<file path="config.mk">
export PLATFORM = sky130hd
export DESIGN_NAME = sector_cache_lru_directory_flat
export DESIGN_NICKNAME = d
export VERILOG_FILES = /design/src/scd_pkg.sv /design/src/scd_if.sv /design/src/sector_cache_lru_directory.sv /design/src/flat_wrapper.sv
export SDC_FILE = /design/constraint.sdc
export NUM_CORES = 1
export LEC_CHECK = 0
export BUFFER_PORTS_ARGS = -buffer_cell sky130_fd_sc_hd__buf_2
export CAP_MARGIN = 20
export CORE_ASPECT_RATIO = 1.4
export CORE_MARGIN = 2
export CORE_UTILIZATION = 57
export DETAILED_ROUTE_END_ITERATION = 16
export GPL_ROUTABILITY_DRIVEN = 0
export PLACE_DENSITY_LB_ADDON = 0.25
export SLEW_MARGIN = 20
export SYNTH_ARGS = -nofsm -noshare
export SYNTH_HDL_FRONTEND = slang
export SYNTH_SLANG_ARGS = --single-unit
</file>
<file path="constraint.sdc">
create_clock -name clk -period 8.65 [get_ports clk]
set_input_delay 1.73 -clock clk [delete_from_list [all_inputs] [get_ports clk]]
set_output_delay 1.73 -clock clk [all_outputs]
set_load 0.01 [all_outputs]
</file>
<file path="src/scd_pkg.sv">
// Shared types and constants of the sector cache directory.
// No dependencies; used by the channel interfaces and the top level.
package scd_pkg;

	localparam int TICK_BITS     = 32;
	localparam int WAY_OUT_BITS  = 2;
	localparam int MASK_OUT_BITS = 4;

	localparam logic OP_READ  = 1'b0;
	localparam logic OP_WRITE = 1'b1;

	typedef logic [TICK_BITS-1:0]     tick_t;
	typedef logic [WAY_OUT_BITS-1:0]  way_out_t;
	typedef logic [MASK_OUT_BITS-1:0] mask_out_t;

endpackage

</file>
<file path="src/scd_if.sv">
// Valid/ready channels of the sector cache directory: access request and result.
// Depends on scd_pkg for the payload types.
interface scd_req_if #(
	parameter int SECTOR_BITS = 10
);
	logic                   valid;
	logic                   ready;
	logic                   opcode;
	logic [SECTOR_BITS-1:0] sector;
	scd_pkg::tick_t         now_tick;

	modport source (output valid, opcode, sector, now_tick, input ready);
	modport sink   (input valid, opcode, sector, now_tick, output ready);
endinterface

interface scd_rsp_if;
	logic                valid;
	logic                ready;
	logic                hit;
	scd_pkg::way_out_t   way;
	logic                filled;
	scd_pkg::mask_out_t  invalidated_mask;

	modport source (output valid, hit, way, filled, invalidated_mask, input ready);
	modport sink   (input valid, hit, way, filled, invalidated_mask, output ready);
endinterface

</file>
<file path="src/sector_cache_lru_directory.sv">
// Tag and LRU directory of a fully associative sector cache, one way per cycle.
// A read scans the ways until it hits; a read miss scans every way, then fills a victim
// in ST_FILL; a write scans every way. The single way-scan sequencer (one tag compare
// and one stamp compare per cycle) takes no new access until ST_DONE hands off its result.
// A new access is taken while a result waits in the output register.
// Reset (arst_n low, asynchronous) clears all valid bits, tags and stamps.
module sector_cache_lru_directory #(
	parameter int WAYS         = 4,
	parameter int SECTOR_COUNT = 1024,
	parameter int STAMP_BITS   = 32
) (
	input  logic     clk,
	input  logic     arst_n,
	scd_req_if.sink  req,
	scd_rsp_if.source rsp
);

	localparam int SECTOR_BITS = $clog2(SECTOR_COUNT);
	localparam int WAY_BITS    = $clog2(WAYS);
	localparam logic [WAY_BITS-1:0] LAST_WAY = WAY_BITS'(WAYS - 1);

	localparam logic [1:0] ST_IDLE = 2'd0;
	localparam logic [1:0] ST_SCAN = 2'd1;
	localparam logic [1:0] ST_FILL = 2'd2;
	localparam logic [1:0] ST_DONE = 2'd3;

	logic [WAYS-1:0]        valid_q;
	logic [SECTOR_BITS-1:0] tag_q   [WAYS];
	logic [STAMP_BITS-1:0]  stamp_q [WAYS];

	logic [1:0]             state_q;
	logic [WAY_BITS-1:0]    idx_q;
	logic                   op_q;
	logic [SECTOR_BITS-1:0] sec_q;
	logic [STAMP_BITS-1:0]  now_q;
	logic                   inv_found_q;
	logic [WAY_BITS-1:0]    inv_way_q;
	logic [STAMP_BITS-1:0]  min_stamp_q;
	logic [WAY_BITS-1:0]    min_way_q;

	logic                   hit_q;
	logic [WAY_BITS-1:0]    way_q;
	logic                   filled_q;
	logic [WAYS-1:0]        mask_q;

	logic                   out_valid_q;
	logic                   out_hit_q;
	scd_pkg::way_out_t      out_way_q;
	logic                   out_filled_q;
	scd_pkg::mask_out_t     out_mask_q;

	logic                   rd_valid;
	logic                   tag_eq;
	logic                   stamp_lt;
	logic                   last;
	logic [WAY_BITS-1:0]    victim;
	logic                   out_free;
	logic [STAMP_BITS+scd_pkg::TICK_BITS-1:0] tick_ext;
	logic [WAY_BITS+scd_pkg::WAY_OUT_BITS-1:0] way_ext;
	logic [WAYS+scd_pkg::MASK_OUT_BITS-1:0]    mask_ext;

	assign rd_valid = valid_q[idx_q];
	assign tag_eq   = tag_q[idx_q] == sec_q;
	assign stamp_lt = stamp_q[idx_q] < min_stamp_q;
	assign last     = idx_q == LAST_WAY;
	assign victim   = inv_found_q ? inv_way_q : min_way_q;
	assign out_free = !out_valid_q || rsp.ready;
	assign tick_ext = {{STAMP_BITS{1'b0}}, req.now_tick};
	assign way_ext  = {{scd_pkg::WAY_OUT_BITS{1'b0}}, way_q};
	assign mask_ext = {{scd_pkg::MASK_OUT_BITS{1'b0}}, mask_q};

	assign req.ready            = state_q == ST_IDLE;
	assign rsp.valid            = out_valid_q;
	assign rsp.hit              = out_hit_q;
	assign rsp.way              = out_way_q;
	assign rsp.filled           = out_filled_q;
	assign rsp.invalidated_mask = out_mask_q;

	always_ff @(posedge clk or negedge arst_n) begin
		if (!arst_n) begin
			valid_q     <= '0;
			for (int i = 0; i < WAYS; i++) begin
				tag_q[i]   <= '0;
				stamp_q[i] <= '0;
			end
			state_q     <= ST_IDLE;
			idx_q       <= '0;
			inv_found_q <= 1'b0;
			out_valid_q <= 1'b0;
		end else begin
			if (out_valid_q && rsp.ready && state_q != ST_DONE) begin
				out_valid_q <= 1'b0;
			end
			case (state_q)
				ST_IDLE: begin
					if (req.valid) begin
						op_q        <= req.opcode;
						sec_q       <= req.sector;
						now_q       <= tick_ext[STAMP_BITS-1:0];
						idx_q       <= '0;
						inv_found_q <= 1'b0;
						hit_q       <= 1'b0;
						filled_q    <= 1'b0;
						way_q       <= '0;
						mask_q      <= '0;
						state_q     <= ST_SCAN;
					end
				end
				ST_SCAN: begin
					if (op_q == scd_pkg::OP_READ) begin
						if (rd_valid && tag_eq) begin
							stamp_q[idx_q] <= now_q;
							hit_q          <= 1'b1;
							way_q          <= idx_q;
							state_q        <= ST_DONE;
						end else begin
							if (!rd_valid && !inv_found_q) begin
								inv_found_q <= 1'b1;
								inv_way_q   <= idx_q;
							end
							if (idx_q == '0 || stamp_lt) begin
								min_stamp_q <= stamp_q[idx_q];
								min_way_q   <= idx_q;
							end
							if (last) begin
								state_q <= ST_FILL;
							end else begin
								idx_q <= idx_q + 1'b1;
							end
						end
					end else begin
						if (tag_eq) begin
							valid_q[idx_q] <= 1'b0;
							mask_q[idx_q]  <= rd_valid;
						end
						if (last) begin
							state_q <= ST_DONE;
						end else begin
							idx_q <= idx_q + 1'b1;
						end
					end
				end
				ST_FILL: begin
					valid_q[victim] <= 1'b1;
					tag_q[victim]   <= sec_q;
					stamp_q[victim] <= now_q;
					way_q           <= victim;
					filled_q        <= 1'b1;
					state_q         <= ST_DONE;
				end
				ST_DONE: begin
					if (out_free) begin
						out_valid_q  <= 1'b1;
						out_hit_q    <= hit_q;
						out_way_q    <= way_ext[scd_pkg::WAY_OUT_BITS-1:0];
						out_filled_q <= filled_q;
						out_mask_q   <= mask_ext[scd_pkg::MASK_OUT_BITS-1:0];
						state_q      <= ST_IDLE;
					end
				end
				default: begin
					state_q <= ST_IDLE;
				end
			endcase
		end
	end

	a_accept_scan: assert property (@(posedge clk) disable iff (!arst_n)
		req.valid && req.ready |=> state_q == ST_SCAN && idx_q == '0)
		else $error("accepted access did not start the way scan");

	a_scan_step: assert property (@(posedge clk) disable iff (!arst_n)
		state_q == ST_SCAN && !last && !(op_q == scd_pkg::OP_READ && rd_valid && tag_eq)
		|=> state_q == ST_SCAN && idx_q == $past(idx_q) + 1'b1)
		else $error("way scan skipped or stalled");

	a_fill_valid: assert property (@(posedge clk) disable iff (!arst_n)
		state_q == ST_FILL |=> valid_q[way_q] && filled_q && !hit_q)
		else $error("filled way not marked valid");

	a_result_kind: assert property (@(posedge clk) disable iff (!arst_n)
		rsp.valid && (rsp.hit || rsp.filled) |-> !(rsp.hit && rsp.filled)
		&& rsp.invalidated_mask == '0)
		else $error("result mixes read and write fields");

endmodule
</file>
<file path="src/flat_wrapper.sv">
// flat-port wrapper written by rule: the top's interface ports become plain ports
module sector_cache_lru_directory_flat 
#(
	parameter int WAYS         = 4,
	parameter int SECTOR_COUNT = 1024,
	parameter int STAMP_BITS   = 32
)
  (clk, arst_n, req_valid, req_opcode, req_sector, req_now_tick, req_ready, rsp_valid, rsp_hit, rsp_way, rsp_filled, rsp_invalidated_mask, rsp_ready);
  scd_req_if req_i ();
  scd_rsp_if rsp_i ();
  input  logic clk;
  input  logic arst_n;
  input wire logic [$bits(req_i.valid)-1:0] req_valid;
  input wire logic [$bits(req_i.opcode)-1:0] req_opcode;
  input wire logic [$bits(req_i.sector)-1:0] req_sector;
  input wire logic [$bits(req_i.now_tick)-1:0] req_now_tick;
  output wire logic [$bits(req_i.ready)-1:0] req_ready;
  output wire logic [$bits(rsp_i.valid)-1:0] rsp_valid;
  output wire logic [$bits(rsp_i.hit)-1:0] rsp_hit;
  output wire logic [$bits(rsp_i.way)-1:0] rsp_way;
  output wire logic [$bits(rsp_i.filled)-1:0] rsp_filled;
  output wire logic [$bits(rsp_i.invalidated_mask)-1:0] rsp_invalidated_mask;
  input wire logic [$bits(rsp_i.ready)-1:0] rsp_ready;
  assign req_i.valid = req_valid;
  assign req_i.opcode = req_opcode;
  assign req_i.sector = req_sector;
  assign req_i.now_tick = req_now_tick;
  assign req_ready = req_i.ready;
  assign rsp_valid = rsp_i.valid;
  assign rsp_hit = rsp_i.hit;
  assign rsp_way = rsp_i.way;
  assign rsp_filled = rsp_i.filled;
  assign rsp_invalidated_mask = rsp_i.invalidated_mask;
  assign rsp_i.ready = rsp_ready;
  sector_cache_lru_directory #(.WAYS(WAYS), .SECTOR_COUNT(SECTOR_COUNT), .STAMP_BITS(STAMP_BITS)) u_core (.clk(clk), .arst_n(arst_n), .req(req_i), .rsp(rsp_i));
endmodule
</file>
==> impl_metrics.toml <==
[run_status]
status = "finished clean"

[sta]
fin_tns_setup_ps = 0
drv_slew = 0
period_share = 0.556
worst_slack_ps = 3840
maxSlewHeadroom = 0.344
worstMarginPinSlew_ps = 971
min_period_ps = 4810
rsz0062_at_grt = "false"
fmax_mhz = 208
finalClockSkew_ps = 20.9
hold_viol_final = 0
hold_ws_ps = 417
setup_viol_count_final = 0

[worst_hold_path]
hold_class = "register to register"
hold_end = "u_core.rsp.way[1]"
min_from = "u_core.way_q[1]"
holdPathStages = 0

[critical_path]
crit_path_max_incr_delay_ps = 750
crit_top_cell = "a21o_1"
regToRegEndpoint = "u_core.min_stamp_q[9]"
r2r_slack_ps = 3840
start_kind = "register"
worstPathArrival_ps = 5000
cp_slowest_cell = "a211oi_4"
crit_family = "compound AO/OA/AOI/OAI gates"
crit_chain = "buf_4 > mux4_2 > ha_1 > a21o_1 > a21o_1 > a21o_1 > a21o_1 > a211o_1 > a211oi_4 > buf_4"
cp.depth = 10
rr_startpoint = "u_core.idx_q[0]"
rr_worst_depth = 10
cp_max_fo = 33
worstSetupPathType = "register to register"
crit_path_end_kind = "register"
crit_buf_inv = 2
required_ps = 8840

[global_routing]
grt_pass1_wl_um = 37400
overflow = 0
grt_max_degree = 84
grt_pass1_vias = 7302
antenna_found_initial = 0
grt_use_total = 0.211

[route]
drt-vias-per-instance = 5.93
antenna_left = 0
drt_pass1_iterations = 4
drc = 0
routed_wl_um = 22500
drt_iter0_markers = 393
dr_total_vias = 6372
wl_per_cell_um = 21.0

[yosys]
ys_async_sr_fraction = 0.652
synth_cell_type_count = 45
syn-cell-area_sq_um = 12000
ys_ff_latch = 273
synth_edf_count = 95
syn-instance-count = 735
yosys.area.top_type_share = 0.372
synth_ff_type = "dfrtp_1"
ys_top_cells_by_area = "dfrtp_1 37%, edfxtp_1 24%, mux2_2 16%"
yosys_warnings = 0
synth_fp_nets = 822
avgSynthCellArea_sq_um = 16.3
ys_seq_area_frac = 0.610
synth_top_cell_by_area = "dfrtp_1"

[clock_tree]
cts_buffer_depth = 3
clock_sinks = 273
clockRootBuffer = "clkbuf_16"
ctsHoldBuffers = 0
cts_tree = "done"
cts-htree-levels = 1
path_clk_slew_ps = 60
cts_made_buffers = 27
cts_setup_buffers = 0
worstSkewPairLatency_ps = 530
post_cts_resized = 0

[die]
die_width_um = 126
start_util = 0.582
core.rowCount = 62
dieArea_sq_um = 22200
io_pins = 57
core_area_sq_um = 20600
chipHeight_um = 175

[pwr]
p_leak_nw = 5.56
ir_drop_mv = 0.328
power_density_nw_per_um2 = 397

[place]
pre_cts_ws_ps = 3830
io_buffer_count = 56
hpwl_um = 14400
placed_cells = 1025

[run]
maxCapViolCount = 0

[layout]
synthToLayoutAreaGrowth_pct = 11.8
final_cell_mix = "176 x dfrtp_1, 170 x mux2_2, 95 x edfxtp_1"
layout.nets = 886
fin_cells = 1075
drive_gt1_frac = 0.396
layout_commonest_cell = "dfrtp_1"
diodes = 0
fillers = 1467
regArea_sq_um = 7310
multi_input_area_sq_um = 4300
## cells in the mapped netlist, drive strengths merged (3+ instances only)
| cell type | instances |
|---|---|
| a21oi | 8 |
| inv | 41 |
| edfxtp | 95 |
| clkbuf | 10 |
| a211o | 3 |
| mux4 | 43 |
| buf | 21 |
| mux2 | 170 |
| nand3 | 12 |
| nor3 | 4 |
| nor4 | 3 |
| nor2 | 10 |
| xnor2 | 10 |
| dfrtp | 178 |
| and3 | 5 |
| o2bb2ai | 5 |
| nand4 | 7 |
| a21o | 9 |
| nor2b | 11 |
| o21ai | 11 |
| ha | 40 |
| nand2 | 9 |
| mux2i | 6 |
## where the power goes
| group | leakage [nW] | switching [W] | total, W | internal (W) |
|---|---|---|---|---|
| registers | 3.00 | 0.000278 | 0.00218 | 0.00190 |
| logic | 2.11 | 0.000881 | 0.00194 | 0.00106 |
| clock network | 0.447 | 0.000469 | 0.00118 | 0.000716 |
| total | 5.56 | 0.00163 | 0.00530 | 0.00368 |
## layout make-up
cell class	count	share of cell area
multi-input combinational	390	0.322
clock inverter	9	0.00926
tap	256	0.0239
timing repair buffer	66	0.0285
clock buffer	40	0.0586
sequential	273	0.546
inverter	41	0.0115
## cells by family after synthesis
group,count (synthesis),synth area share
AO/OA/AOI/OAI,52,0.0318
XOR/XNOR,10,0.00732
adder cells (fa/ha/maj),40,0.0418
buffers and inverters,72,0.0315
flip-flops,273,0.610
multiplexers,219,0.246
AND/OR/NAND/NOR,69,0.0313
## how the worst max path moves through the flow
stage | to | from | slack, ps
after CTS | u_core.min_stamp_q[9] | u_core.idx_q[0] | 3770
final | u_core.min_stamp_q[9] | u_core.idx_q[0] | 3840
after floorplan | u_core.min_stamp_q[0] | u_core.idx_q[0] | 2590
after global placement | u_core.min_stamp_q[12] | u_core.idx_q[0] | 3840
after detailed placement | u_core.min_stamp_q[12] | u_core.idx_q[0] | 3830
after global routing | u_core.min_stamp_q[9] | u_core.idx_q[0] | 3520
## metrics by stage
step	utilization	area [sq um]	power (W)
2_1_floorplan	-	12000	0.00368
3_3_place_gp	0.605	12400	0.00402
3_5_place_dp	0.605	12400	0.00416
4_1_cts	0.649	13300	0.00536
5_1_grt	0.651	13400	0.00563
6_report	0.651	13400	0.00530
## metal layers
layer / wire [um] / share of wire / track usage
met3: 960 / 0.043 / 0.0295
met2: 12000 / 0.53 / 0.379
met5: 0 / 0 / 0
met1: 9030 / 0.40 / 0.266
met4: 502 / 0.022 / 0.0641
## state kept, by name, summed over array words and instances, names as in the netlist
signal	flops
u_core.sec_q	10
u_core.inv_way_q	2
u_core.rsp.invalidated_mask	4
u_core.now_q	32
u_core.way_q	2
u_core.tag_q	40
u_core.mask_q	4
u_core.min_way_q	2
u_core.state_q	2
u_core.rsp.hit	1
u_core.idx_q	2
u_core.min_stamp_q	32
u_core.hit_q	1
u_core.filled_q	1
u_core.op_q	1
u_core.rsp.filled	1
u_core.inv_found_q	1
u_core.valid_q	4
u_core.rsp.valid	1
u_core.stamp_q	128
u_core.rsp.way	2
No activity file was read; power rests on OpenSTA's default activity.
